`config.mk`:
```
export PLATFORM = sky130hd
export DESIGN_NAME = wave_header_parser_g711_stream_top
export DESIGN_NICKNAME = d
export VERILOG_FILES = /design/src/design/whp_pkg.sv /design/src/design/whp_parser.sv /design/src/design/whp_queue.sv /design/src/design/whp_emitter.sv /design/src/design/wave_header_parser_g711_stream_top.sv
export SDC_FILE = /design/constraint.sdc
export NUM_CORES = 1
export LEC_CHECK = 0
export BUFFER_PORTS_ARGS = -buffer_cell sky130_fd_sc_hd__buf_2
export CORE_AREA = 5 5 273 275
export CTS_CLUSTER_DIAMETER = 80
export DETAILED_ROUTE_END_ITERATION = 8
export DIE_AREA = 0 0 278 280
export PLACE_DENSITY = 0.76
export SYNTH_ARGS = -nofsm -noshare
export SYNTH_HDL_FRONTEND = slang
export SYNTH_SLANG_ARGS = --single-unit
```
`constraint.sdc`:
```
create_clock -name clk -period 30.1 [get_ports clk]
set_clock_uncertainty 0.05 [all_clocks]
set_input_delay 6.02 -clock clk [delete_from_list [all_inputs] [get_ports clk]]
set_output_delay 6.02 -clock clk [all_outputs]
set_load 0.005 [all_outputs]
```
`src/design/whp_pkg.sv`:
```
`timescale 1ns / 1ps
`default_nettype none
package whp_pkg;

  localparam int MaxChannels = 8;
  localparam int MaskBits = 11;

  typedef enum logic [3:0] {
    PH_RIFF, PH_RSIZE, PH_WAVE, PH_CID, PH_CSIZE, PH_FMT, PH_FMTX, PH_SKIP, PH_DATA, PH_ERR
  } phase_t;

  typedef enum logic [2:0] {
    KIND_FORMAT = 3'd0, KIND_SAMPLE = 3'd1, KIND_RAW = 3'd2, KIND_ERROR = 3'd3, KIND_END = 3'd4
  } kind_t;

  typedef enum logic [3:0] {
    ERR_RIFF = 4'd0, ERR_WAVE = 4'd1, ERR_FORMAT = 4'd2, ERR_MULTI = 4'd3, ERR_GUID = 4'd4,
    ERR_LAYOUT = 4'd5, ERR_NOFMT = 4'd6, ERR_FLOAT = 4'd7, ERR_TRUNC = 4'd8
  } err_t;

  localparam logic [31:0] TagRiff = 32'h52494646;
  localparam logic [31:0] TagRf64 = 32'h52463634;
  localparam logic [31:0] TagWave = 32'h57415645;
  localparam logic [31:0] TagData = 32'h64617461;
  localparam logic [31:0] TagFmt = 32'h666D7420;
  localparam logic [15:0] WfPcm = 16'h0001;
  localparam logic [15:0] WfFloat = 16'h0003;
  localparam logic [15:0] WfAlaw = 16'h0006;
  localparam logic [15:0] WfUlaw = 16'h0007;
  localparam logic [15:0] WfExt = 16'hFFFE;
  localparam logic [31:0] Unsupported = 32'h000000C0;

  // Operation handed from the parser to the output stage.
  typedef enum logic [2:0] {
    OP_FORMAT, OP_SAMPLE_A, OP_SAMPLE_U, OP_RAW, OP_ERROR, OP_NONE
  } op_t;

  typedef struct packed {
    op_t         op;
    logic        eos;
    logic        trunc;
    logic [7:0]  data;
    err_t        err;
    logic [1:0]  fc;
    logic [15:0] channels;
    logic [31:0] rate;
    logic [15:0] bits;
    logic [15:0] vbits;
    logic [31:0] mask;
    logic [15:0] block;
    logic [31:0] dlen;
  } cmd_t;

  function automatic logic [7:0] guid_tail(input logic [3:0] g);
    case (g)
      4'd6: guid_tail = 8'h10;
      4'd8: guid_tail = 8'h80;
      4'd11: guid_tail = 8'haa;
      4'd13: guid_tail = 8'h38;
      4'd14: guid_tail = 8'h9b;
      4'd15: guid_tail = 8'h71;
      default: guid_tail = 8'h00;
    endcase
  endfunction

  function automatic logic [15:0] alaw(input logic [7:0] b);
    logic [7:0] v;
    logic [2:0] seg;
    logic [15:0] t;
    v = b ^ 8'h55;
    seg = v[6:4];
    t = {8'd0, v[3:0], 4'd0};
    if (seg == 3'd0) t = t + 16'd8;
    else t = (t + 16'h0108) << (seg - 3'd1);
    alaw = v[7] ? t : 16'(-t);
  endfunction

  function automatic logic [15:0] ulaw(input logic [7:0] b);
    logic [7:0] v;
    logic [15:0] t;
    v = ~b;
    t = ({9'd0, v[3:0], 3'd0} + 16'h0084) << v[6:4];
    ulaw = v[7] ? 16'(16'h0084 - t) : 16'(t - 16'h0084);
  endfunction

  function automatic logic layout_ok(input logic [31:0] mask, input logic [15:0] ch);
    logic [4:0] cpos;
    logic bad;
    bad = 1'b0;
    cpos = '0;
    if (ch < 16'd1 || ch > 16'(MaxChannels)) begin
      layout_ok = 1'b0;
    end else if (mask == '0) begin
      layout_ok = ch <= 16'd2;
    end else begin
      for (int i = 0; i < MaskBits; i++) begin
        if (mask[i] && (16'(cpos) < ch)) begin
          if (Unsupported[i]) bad = 1'b1;
          cpos = cpos + 5'd1;
        end
      end
      layout_ok = !bad && (16'(cpos) == ch);
    end
  endfunction

endpackage
`default_nettype wire

```
`src/design/whp_parser.sv`:
```
`timescale 1ns / 1ps
`default_nettype none
module whp_parser (
  input  wire logic            clk,
  input  wire logic            rst,
  input  wire logic            in_valid,
  output logic                 in_stall,
  input  wire logic [7:0]      data_byte,
  input  wire logic            end_of_stream,
  output logic                 cmd_valid,
  input  wire logic            cmd_full,
  output whp_pkg::cmd_t        cmd
);
  import whp_pkg::*;

  phase_t phase, phase_next;
  logic [4:0] idx, idx_next;
  logic [31:0] tag, tag_next, rem, rem_next, rate, rate_next, mask, mask_next;
  logic [15:0] fcode, fcode_next, chans, chans_next, blk, blk_next;
  logic [15:0] bits, bits_next, vbits, vbits_next;
  logic [1:0] gflags, gflags_next;
  logic have, have_next;
  logic acc;

  assign in_stall = cmd_full;
  assign acc = in_valid && !cmd_full;

  always_comb begin
    logic [31:0] r1, t1;
    logic [1:0] g1;
    logic [4:0] i1;
    logic [3:0] gi;
    logic [7:0] b;
    r1 = '0; t1 = '0; g1 = '0; i1 = '0; gi = '0;
    b = data_byte;
    phase_next = phase; idx_next = idx; tag_next = tag; rem_next = rem;
    rate_next = rate; mask_next = mask; fcode_next = fcode; chans_next = chans;
    blk_next = blk; bits_next = bits; vbits_next = vbits; gflags_next = gflags;
    have_next = have;
    cmd = '0;
    cmd.op = OP_NONE;
    cmd.data = b;
    cmd.eos = end_of_stream;
    unique case (phase)
      PH_RIFF, PH_RSIZE, PH_WAVE, PH_CID: begin
        t1 = {tag[23:0], b};
        tag_next = t1;
        idx_next = {3'd0, idx[1:0] + 2'd1};
        if (idx[1:0] == 2'd3) begin
          if (phase == PH_RIFF) begin
            if (t1 != TagRiff && t1 != TagRf64) begin
              cmd.op = OP_ERROR; cmd.err = ERR_RIFF; phase_next = PH_ERR;
            end else phase_next = PH_RSIZE;
          end else if (phase == PH_RSIZE) phase_next = PH_WAVE;
          else if (phase == PH_WAVE) begin
            if (t1 != TagWave) begin
              cmd.op = OP_ERROR; cmd.err = ERR_WAVE; phase_next = PH_ERR;
            end else phase_next = PH_CID;
          end else phase_next = PH_CSIZE;
        end
      end
      PH_CSIZE: begin
        r1 = rem;
        r1[8*idx[1:0] +: 8] = b;
        rem_next = r1;
        idx_next = {3'd0, idx[1:0] + 2'd1};
        if (idx[1:0] == 2'd3) begin
          if (tag == TagData) begin
            cmd.dlen = r1; cmd.channels = chans; cmd.rate = rate; cmd.bits = bits;
            cmd.block = blk;
            cmd.vbits = (fcode == WfExt) ? vbits : bits;
            cmd.mask = (fcode == WfExt) ? mask : '0;
            cmd.op = OP_FORMAT;
            phase_next = PH_DATA;
            if (fcode == WfPcm) cmd.fc = 2'd0;
            else if (fcode == WfFloat) cmd.fc = 2'd1;
            else if (fcode == WfAlaw) cmd.fc = 2'd2;
            else if (fcode == WfUlaw) cmd.fc = 2'd3;
            else if (fcode == WfExt && gflags[0]) cmd.fc = 2'd0;
            else if (fcode == WfExt && gflags[1]) cmd.fc = 2'd1;
            else begin cmd.op = OP_ERROR; cmd.err = ERR_GUID; end
            if (cmd.op == OP_FORMAT && cmd.fc == 2'd1 && bits != 16'd32) begin
              cmd.op = OP_ERROR; cmd.err = ERR_FLOAT;
            end
            if (!have) begin cmd.op = OP_ERROR; cmd.err = ERR_NOFMT; end
            if (cmd.op == OP_ERROR) phase_next = PH_ERR;
          end else if (tag == TagFmt) phase_next = PH_FMT;
          else phase_next = (r1 == '0) ? PH_CID : PH_SKIP;
        end
      end
      PH_FMT: begin
        r1 = (rem != '0) ? rem - 32'd1 : rem;
        rem_next = r1;
        idx_next = idx + 5'd1;
        if (idx < 5'd2) begin
          if (idx == 5'd0) fcode_next = {8'd0, b};
          else begin
            fcode_next = {b, fcode[7:0]};
            if (fcode_next != WfPcm && fcode_next != WfFloat && fcode_next != WfAlaw &&
                fcode_next != WfUlaw && fcode_next != WfExt) begin
              cmd.op = OP_ERROR; cmd.err = ERR_FORMAT; phase_next = PH_ERR;
            end
          end
        end else if (idx < 5'd4) chans_next[8*idx[0] +: 8] = b;
        else if (idx < 5'd8) rate_next[8*idx[1:0] +: 8] = b;
        else if (idx < 5'd12) begin
        end else if (idx < 5'd14) blk_next[8*idx[0] +: 8] = b;
        else begin
          bits_next[8*idx[0] +: 8] = b;
          if (idx == 5'd15) begin
            idx_next = '0;
            if (chans > 16'd2 && fcode != WfExt) begin
              cmd.op = OP_ERROR; cmd.err = ERR_MULTI; phase_next = PH_ERR;
            end else if (fcode == WfExt) phase_next = PH_FMTX;
            else if (!layout_ok('0, chans)) begin
              cmd.op = OP_ERROR; cmd.err = ERR_LAYOUT; phase_next = PH_ERR;
            end else begin
              have_next = 1'b1; phase_next = (r1 == '0) ? PH_CID : PH_SKIP;
            end
          end
        end
      end
      PH_FMTX: begin
        r1 = (rem != '0) ? rem - 32'd1 : rem;
        rem_next = r1;
        i1 = idx + 5'd1;
        idx_next = i1;
        if (idx < 5'd2) begin
        end else if (idx < 5'd4) vbits_next[8*idx[0] +: 8] = b;
        else if (idx < 5'd8) mask_next[8*idx[1:0] +: 8] = b;
        else begin
          gi = 4'(idx - 5'd8);
          g1 = gflags;
          if (gi == 4'd0) g1 = {b == 8'h03, b == 8'h01};
          else if (b != guid_tail(gi)) g1 = 2'b00;
          gflags_next = g1;
          if (gi == 4'd15) begin
            idx_next = '0;
            if (g1 == 2'b00) begin
              cmd.op = OP_ERROR; cmd.err = ERR_GUID; phase_next = PH_ERR;
            end else if (!layout_ok(mask, chans)) begin
              cmd.op = OP_ERROR; cmd.err = ERR_LAYOUT; phase_next = PH_ERR;
            end else begin
              have_next = 1'b1; phase_next = (r1 == '0) ? PH_CID : PH_SKIP;
            end
          end
        end
      end
      PH_SKIP: begin
        r1 = (rem != '0) ? rem - 32'd1 : rem;
        rem_next = r1;
        if (r1 == '0) begin phase_next = PH_CID; idx_next = '0; end
      end
      PH_DATA: begin
        if (fcode == WfAlaw) cmd.op = OP_SAMPLE_A;
        else if (fcode == WfUlaw) cmd.op = OP_SAMPLE_U;
        else cmd.op = OP_RAW;
      end
      PH_ERR: begin
      end
      default: phase_next = PH_ERR;
    endcase
    cmd.trunc = end_of_stream && phase_next != PH_DATA && phase_next != PH_ERR;
    if (end_of_stream) begin
      phase_next = PH_RIFF; idx_next = '0; tag_next = '0; rem_next = '0;
      fcode_next = '0; chans_next = '0; rate_next = '0; blk_next = '0;
      bits_next = '0; vbits_next = '0; mask_next = '0; gflags_next = 2'b11;
      have_next = 1'b0;
    end
  end

  assign cmd_valid = acc && (cmd.op != OP_NONE || end_of_stream);

  always_ff @(posedge clk) begin
    if (rst) begin
      phase <= PH_RIFF; idx <= '0; tag <= '0; rem <= '0; fcode <= '0; chans <= '0;
      rate <= '0; blk <= '0; bits <= '0; vbits <= '0; mask <= '0; gflags <= 2'b11;
      have <= 1'b0;
    end else if (acc) begin
      phase <= phase_next; idx <= idx_next; tag <= tag_next; rem <= rem_next;
      fcode <= fcode_next; chans <= chans_next; rate <= rate_next; blk <= blk_next;
      bits <= bits_next; vbits <= vbits_next; mask <= mask_next; gflags <= gflags_next;
      have <= have_next;
    end
  end
endmodule
`default_nettype wire

```
`src/design/whp_queue.sv`:
```
`timescale 1ns / 1ps
`default_nettype none
module whp_queue (
  input  wire logic        clk,
  input  wire logic        rst,
  input  wire logic        wr_valid,
  output logic             full,
  input  wire whp_pkg::cmd_t wr_cmd,
  output logic             rd_valid,
  input  wire logic        rd_take,
  output whp_pkg::cmd_t    rd_cmd
);
  import whp_pkg::*;

  cmd_t slots [2];
  logic wp, rp;
  logic [1:0] count;

  assign full = count == 2'd2;
  assign rd_valid = count != 2'd0;
  assign rd_cmd = slots[rp];

  always_ff @(posedge clk) begin
    if (wr_valid && !full) slots[wp] <= wr_cmd;
  end

  always_ff @(posedge clk) begin
    if (rst) begin
      wp <= 1'b0; rp <= 1'b0; count <= '0;
    end else begin
      if (wr_valid && !full) wp <= ~wp;
      if (rd_take) rp <= ~rp;
      count <= count + 2'(wr_valid && !full) - 2'(rd_take);
    end
  end
endmodule
`default_nettype wire

```
`src/design/whp_emitter.sv`:
```
`timescale 1ns / 1ps
`default_nettype none
module whp_emitter (
  input  wire logic          clk,
  input  wire logic          rst,
  input  wire logic          cmd_valid,
  output logic               cmd_take,
  input  wire whp_pkg::cmd_t cmd,
  output logic               out_valid,
  input  wire logic          out_stall,
  output logic [2:0]         kind,
  output logic signed [15:0] sample,
  output logic [1:0]         format_code,
  output logic [15:0]        channel_count,
  output logic [31:0]        sample_rate,
  output logic [15:0]        container_bits,
  output logic [15:0]        valid_bits,
  output logic [31:0]        speaker_mask,
  output logic [15:0]        block_align,
  output logic [31:0]        data_length,
  output logic [3:0]         error_code
);
  import whp_pkg::*;

  // Sub-step within one request: main result, truncation error, end marker.
  logic [1:0] step, step_next;
  logic emit, last, load;
  logic [2:0] k;
  logic [15:0] s;
  logic [3:0] e;

  always_comb begin
    step_next = step;
    emit = 1'b0;
    last = 1'b0;
    k = KIND_END; s = '0; e = '0;
    if (step == 2'd0) begin
      if (cmd.op != OP_NONE) begin
        emit = 1'b1;
        case (cmd.op)
          OP_FORMAT: k = KIND_FORMAT;
          OP_SAMPLE_A: begin k = KIND_SAMPLE; s = alaw(cmd.data); end
          OP_SAMPLE_U: begin k = KIND_SAMPLE; s = ulaw(cmd.data); end
          OP_RAW: begin k = KIND_RAW; s = {8'd0, cmd.data}; end
          default: begin k = KIND_ERROR; e = cmd.err; end
        endcase
        last = !cmd.eos;
        step_next = 2'd1;
      end else step_next = 2'd1;
    end else if (step == 2'd1) begin
      if (cmd.trunc) begin
        emit = 1'b1; k = KIND_ERROR; e = ERR_TRUNC; step_next = 2'd2;
      end else begin
        emit = 1'b1; k = KIND_END; last = 1'b1;
      end
    end else begin
      emit = 1'b1; k = KIND_END; last = 1'b1;
    end
  end

  assign load = cmd_valid && (!out_valid || !out_stall);
  assign cmd_take = load && (last || (step == 2'd0 && cmd.op == OP_NONE && !cmd.eos));

  always_ff @(posedge clk) begin
    if (load && emit) begin
      kind <= k; sample <= s; error_code <= e;
      if (k == KIND_FORMAT) begin
        format_code <= cmd.fc; channel_count <= cmd.channels; sample_rate <= cmd.rate;
        container_bits <= cmd.bits; valid_bits <= cmd.vbits; speaker_mask <= cmd.mask;
        block_align <= cmd.block; data_length <= cmd.dlen;
      end else begin
        format_code <= '0; channel_count <= '0; sample_rate <= '0; container_bits <= '0;
        valid_bits <= '0; speaker_mask <= '0; block_align <= '0; data_length <= '0;
      end
    end
  end

  always_ff @(posedge clk) begin
    if (rst) begin
      out_valid <= 1'b0; step <= '0;
    end else begin
      if (load) out_valid <= emit;
      else if (!out_stall) out_valid <= 1'b0;
      if (load) step <= cmd_take ? 2'd0 : step_next;
    end
  end
endmodule
`default_nettype wire

```
`src/design/wave_header_parser_g711_stream_top.sv`:
```
`timescale 1ns / 1ps
`default_nettype none
// Channel  Handshake           Payload
// input    in_valid/in_stall   data_byte, end_of_stream
// output   out_valid/out_stall kind, sample, format_code ... error_code
// One byte is accepted per cycle while in_stall is low; each request passes a two-entry queue.
// A byte ending the stream yields up to three results and holds its queue
// entry until the last of them is loaded into the output register.
// Each result is registered in the queue and then in the output register.
// Reset clears the parser state and empties the queue and output register.
module wave_header_parser_g711_stream_top (
  input  wire logic          clk,
  input  wire logic          rst,
  input  wire logic          in_valid,
  output logic               in_stall,
  input  wire logic [7:0]    data_byte,
  input  wire logic          end_of_stream,
  output logic               out_valid,
  input  wire logic          out_stall,
  output logic [2:0]         kind,
  output logic signed [15:0] sample,
  output logic [1:0]         format_code,
  output logic [15:0]        channel_count,
  output logic [31:0]        sample_rate,
  output logic [15:0]        container_bits,
  output logic [15:0]        valid_bits,
  output logic [31:0]        speaker_mask,
  output logic [15:0]        block_align,
  output logic [31:0]        data_length,
  output logic [3:0]         error_code
);
  import whp_pkg::*;

  cmd_t pcmd, qcmd;
  logic pvalid, full, qvalid, take;

  whp_parser u_parser (
    .clk, .rst, .in_valid, .in_stall, .data_byte, .end_of_stream,
    .cmd_valid(pvalid), .cmd_full(full), .cmd(pcmd)
  );

  whp_queue u_queue (
    .clk, .rst, .wr_valid(pvalid), .full, .wr_cmd(pcmd),
    .rd_valid(qvalid), .rd_take(take), .rd_cmd(qcmd)
  );

  whp_emitter u_emitter (
    .clk, .rst, .cmd_valid(qvalid), .cmd_take(take), .cmd(qcmd),
    .out_valid, .out_stall, .kind, .sample, .format_code, .channel_count,
    .sample_rate, .container_bits, .valid_bits, .speaker_mask, .block_align,
    .data_length, .error_code
  );

  a_take_valid: assert property (@(posedge clk) disable iff (rst) take |-> qvalid)
    else $error("queue taken while empty");
  a_stall_full: assert property (@(posedge clk) disable iff (rst) in_stall == full)
    else $error("input stall differs from queue full");
  a_err_kind: assert property (@(posedge clk) disable iff (rst)
    out_valid && kind != KIND_ERROR |-> error_code == 4'd0)
    else $error("error code on a non-error result");
endmodule
`default_nettype wire
```
==> results of run 1 <==
## cell families after synthesis
logic type | Yosys count | synth area share [%]
AOI/OAI and AO/OA | 633 | 11.36
other | 1 | 0.01058
adders and majority gates | 60 | 2.118
buffers and inverters | 265 | 2.849
muxes | 221 | 6.340
xor gates and xnor gates | 67 | 1.917
and+or+nand+nor | 1267 | 16.70
DFF | 769 | 58.71
## worst paths after layout
check	startpoint	end	cells after the start	slack, ns
max	u_parser.chans[8]	u_queue.slots[0][147]	84	8.49
min	u_parser.rate[29]	u_parser.rate[29]	2	0.40
max reg2reg	u_parser.chans[8]	u_queue.slots[0][147]	84	8.49
min reg2reg	u_parser.rate[29]	u_parser.rate[29]	2	0.40
## state kept, by name (all words and copies together), names as in the netlist, 3 cells and up, named ones only
register                  cells
u_emitter.channel_count      16
u_emitter.valid_bits         16
u_emitter.sample             16
u_parser.bits                16
u_parser.rate                32
u_parser.tag                 32
u_parser.blk                 16
u_parser.mask                32
u_emitter.container_bits     16
u_emitter.data_length        32
u_parser.chans               16
u_parser.idx                  5
u_emitter.kind                3
u_parser.rem                 32
u_parser.phase                4
u_parser.fcode               16
u_emitter.speaker_mask       32
u_emitter.sample_rate        32
u_emitter.block_align        16
u_emitter.error_code          4
u_queue.slots               356
u_parser.vbits               16
## power breakdown
group / internal [mW] / switching, mW
Combinational: 0.207 / 0.385
Sequential: 1.26 / 0.0412
Clock: 0.585 / 0.409
## worst max-delay path, delay by kind of cell, from the launching register on
| family | cells | cell delay [ns] |
|---|---|---|
| muxes | 3 | 0.91 |
| xor gates and xnor gates | 6 | 1.47 |
| buffers and inverters | 6 | 1.92 |
| DFF | 1 | 0.33 |
| AOI/OAI and AO/OA | 39 | 9.51 |
| adders and majority gates | 9 | 2.42 |
| and+or+nand+nor | 21 | 4.46 |
## per-stage QoR
step	worst slack (ns)	util [%]	setup TNS, ns	hold slack, ns	instance area, um2
2_1_floorplan	-0.3899	-	-138.79	0.3819	35450
3_3_place_gp	9.219	51.76	0	0.3875	37320
3_5_place_dp	8.844	51.76	0	0.3928	37320
4_1_cts	8.739	55.44	0	0.4013	39970
5_1_grt	6.864	55.45	0	0.4149	39970
6_report	8.490	55.45	0	0.3998	39970
## per-layer routing
layer	track usage, %	wire length (um)	part of all wire, %
met5	0	0	0
met4	8.825	3416	3.8
met3	3.969	6764	7.6
met2	35.09	41510	47
met1	30.41	37490	42
## layout make-up
cell class / instances / area (um2) / area share [%]
well taps: 959 / 1200 / 3.002
flip-flops and latches: 769 / 20810 / 52.07
clock inverters: 34 / 450.4 / 1.127
diodes: 1 / 2.502 / 0.006260
multi-input cells: 2250 / 13730 / 34.34
clock buffers: 110 / 2205 / 5.515
inverters: 59 / 221.5 / 0.5540
repair buffers: 246 / 1355 / 3.390
## placed cells by master (no fill, tap or decap), types with 116 or more instances in the layout
master    count
edfxtp_1    541
nor2_1      508
nand2_1     262
dfxtp_1     227
a21oi_1     211
mux2i_1     205
buf_2       198
and3_1      125
a22oi_1     122
o21ai_0     119
nand3_1     116
==> results.toml, run 1 <==
[synthesis]
netlist.area_leader.share_pct = 45.83
ys_top_cells_by_count = "edfxtp_1, nor2_1, nand2_1"
ys_seq_area_share_pct = 58.71
yosys.area.top_type = "edfxtp_1"
synthArstFlopShare_pct = 0
yosys-top-cells-area = "edfxtp_1, dfxtp_1, mux2i_1"
synth.most_common_cell = "edfxtp_1"
syn_avg_cell_area_um2 = 10.80
synth_edf_count = 541
synthCells = 3283
yosysWarnings = 0
synth_seq_cells = 769
synthDistinctLibCells = 91
syn-cell-area_um2 = 35440
ys.flop_type = "edfxtp_1"

[worst_setup_path]
criticalPathCategory = "register to register"
critPathLaunchType = "register"
critPathMaxStageDelay_ns = 0.81
cpMostUsedCell = "ha_1"
crit_slowest_cell = "buf_4"
path_max_fanout = 64
cp.arrival_ns = 21.81
cp-end-kind = "register"
crit_required_ns = 30.30

[job]
drv_cap = 0

[cts]
clk_pin_slew_ns = 0.06
cts_tree = "done"
cts-root-buf = "clkbuf_16"
clock_latency_ns = 0.65
cts_resized = 0
numCtsBuffers = 77
clock-sinks = 769
cts-htree-levels = 3
postCtsSetupBuffers = 0
clockBufferDepth = 3
cts_hold_repair.buffers = 0

[global_routing]
antenna_found_initial = 2
grt_pass1_vias = 24360
grt_overflow_total = 0
grt_pass1_wl_mm = 138.9
grt_max_degree = 87
gr-usage-all-layers_pct = 22.07

[route]
drt-initial-drc-count = 3025
drtPass1Iterations = 6
drc = 0
vias = 26000
routedWlPerCell_um = 20.14
routed_wl_mm = 89.17
viasPerCell = 5.871
final_antenna_net_count = 0

[power]
p_leak_nw = 14.36
power.density_nw_per_um2 = 72.27
finalPower_mw = 2.889
irDropWorstVdd_v = 0.00004354

[hold_path]
hold_path.class = "register to register"

[floorplanning]
io_pins = 200
core-area_um2 = 72090
dieArea_um2 = 77840
die_h_um = 280
start_util_pct = 49.17
row_count = 99
fp.dieW_um = 278

[sta]
hold_violations = 0
grt_setup_unrepaired = "no"
slew_headroom_pct = 29.44
finalMaxSlewViolations = 0
finalSetupViolCount = 0
fin_crit_sh_pct = 71.79
min_period_ns = 21.61
worst_slew_pin_slew_ns = 1.029
fmax_ghz = 0.04628

[layout]
fin_nets = 3476
drive_gt1_share_pct = 12.20
final_cells = 4428
fillers = 6022
area_growth_pct = 12.78

[place]
globalplace.congestion = 0.9496
dp_cells = 4283
hpwl_mm = 57.45
io_buffers = 199

[run_status]
status = "completed"
No activity file was read; power rests on OpenSTA's default activity.
==> run 2: changes to the inputs <==
PLACE_DENSITY = 0.74   (was 0.76)
clock period = 21.8 ns   (was 30.1 ns; I/O delays follow)
==> results.toml, run 2 (same netlist as run 1, synthesis figures left out) <==
[layout]
diodes = 0
final_cell_mix = "edfxtp_1, nor2_1, nand2_1, dfxtp_1, a21oi_1"
drive_gt1_share_pct = 12.13
fillers = 6077
fin_area_um2 = 39920
seqCellArea_um2 = 20810
largest-register = "u_queue.slots"
area_growth_pct = 12.63
fin_nets = 3483
final_cells = 4430
largest_register_ffs = 356
layout_commonest_cell = "edfxtp_1"
multi_input_area_um2 = 13780

[place]
dp_cells = 4286
hpwl_mm = 57.58
io_buffers = 199
placed_area_um2 = 37350
globalplace.congestion = 0.9379

[worst_setup_path]
crit_path_start = "u_parser.chans[8]"
criticalPathCategory = "register to register"
crit_slowest_cell = "or4_1"
cp-end-kind = "register"
cp.arrival_ns = 20.51
timing.rr.start = "u_parser.chans[8]"
path_max_fanout = 122
cpMostUsedCell = "ha_1"
cp_num_buf_inv = 5
crit_required_ns = 21.97
critPathTopFamily = "compound AO/OA/AOI/OAI gates"
critPathMaxStageDelay_ns = 0.72
critPathLaunchType = "register"

[power]
p_sw_share_pct = 29.18
power.density_nw_per_um2 = 97.69
p_sw_mw = 1.138
clkPwrFrac_pct = 32.9
p_leak_nw = 14.31
p_seq_share_pct = 46.2
p_int_mw = 2.762
irDropWorstVdd_v = 0.00006617
power_frac_comb_pct = 21.0

[cts]
clock-sinks = 769
clk_pin_slew_ns = 0.06
clock_latency_ns = 0.64
clockBufferDepth = 3
cts_tree = "done"
cts-htree-levels = 3
numCtsBuffers = 75
cts-root-buf = "clkbuf_16"

[sta]
fmax_ghz = 0.04916
slew_headroom_pct = 30.30
worst_slew_pin_slew_ns = 1.016
fin_crit_sh_pct = 93.30
setup_tns_ns = 0
hold_violations = 0
finalMaxSlewViolations = 0
min_period_ns = 20.34
grt_setup_unrepaired = "no"
finalSetupViolCount = 0

[global_routing]
use_met3_pct = 3.004
grtUsageMet2_pct = 36.79
grt_pass1_vias = 24340
grt_pass1_wl_mm = 137.8
grt_max_degree = 123
antenna_found_initial = 0
grtUsageMet1_pct = 29.54
gr-max-usage-layer = "met2"
gr-usage-all-layers_pct = 21.77
grt_overflow_total = 0

[route]
routed_wl_mm = 88.81
final_antenna_net_count = 0
viasPerCell = 5.856
drtPass1Iterations = 7
routedWlPerCell_um = 20.05
drc = 0
vias = 25940
drt-initial-drc-count = 2431

[floorplanning]
row_count = 99
io_pins = 200
die_h_um = 280
fp.dieW_um = 278
start_util_pct = 49.17
dieArea_um2 = 77840
core-area_um2 = 72090

[run_status]
status = "completed"

[hold_path]
hold_path.class = "register to register"
holdCritStartpoint = "u_parser.rate[25]"

[job]
drv_cap = 0
## run 2: changes by cell type in the layout (fill, tap and decap cells not counted), moves of 2 or more
cell / delta
buf_12: +2
clkbuf_1: +6
a2111oi_4: +2
buf_6: +2
clkinv_2: -8
buf_4: +5
clkbuf_16: -2
clkinv_1: +5
bufinv_16: -5
## run 2: metrics by stage
stage	setup WS, ns	utilization (%)	hold slack [ns]	total power, mW
floorplan	-2.469	-	0.3819	2.448
global placement	1.116	51.81	0.3877	2.639
detailed placement	0.5689	51.81	0.3929	2.646
CTS	0.4895	55.21	0.4005	3.921
global route	0.01644	55.37	0.4176	4.065
finish	1.460	55.37	0.4000	3.900
## run 2: final cells by class
type / instances / share of cell area [%]
Multi-Input combinational cell: 2250 / 34.52
Tap cell: 959 / 3.006
Timing Repair Buffer: 255 / 3.645
Inverter: 59 / 0.5548
Clock buffer: 114 / 5.454
Clock inverter: 24 / 0.6801
Sequential cell: 769 / 52.14
## run 2: worst paths after layout
| kind | cells after the start | to | slack (ns) |
|---|---|---|---|
| worst min-delay path | 2 | u_parser.rate[25] | 0.40 |
| worst min register to register | 2 | u_parser.rate[25] | 0.40 |
| worst max-delay path | 83 | u_queue.slots[0][59] | 1.46 |
| worst max register to register | 83 | u_queue.slots[0][59] | 1.46 |
## run 2: layer usage
layer,vias up,wire length [um]
li1,12270,-
met1,12570,37340
met2,963,43540
met3,149,5736
met4,0,2201
met5,-,0
## run 2: power by group through the flow
stage                     clock [mW]  sequential [mW]  combinational, mW
final                           1.28             1.80              0.818
after global routing            1.36             1.81              0.891
after CTS                       1.30             1.80              0.818
after detailed placement           0             1.83              0.813
after global placement             0             1.83              0.810
after floorplan                    0             1.90              0.552
## run 2: tightest hold or removal path, stage by stage, from the launching register on
cell and delay [ns]:
dfxtp_1 0.30, nand2_1 0.05, a21oi_1 0.05
## run 2: timing repair
action,CTS,global route
resized for setup,0,12
setup buffers,0,6
setup endpoints to repair,0,369
hold buffers,0,0
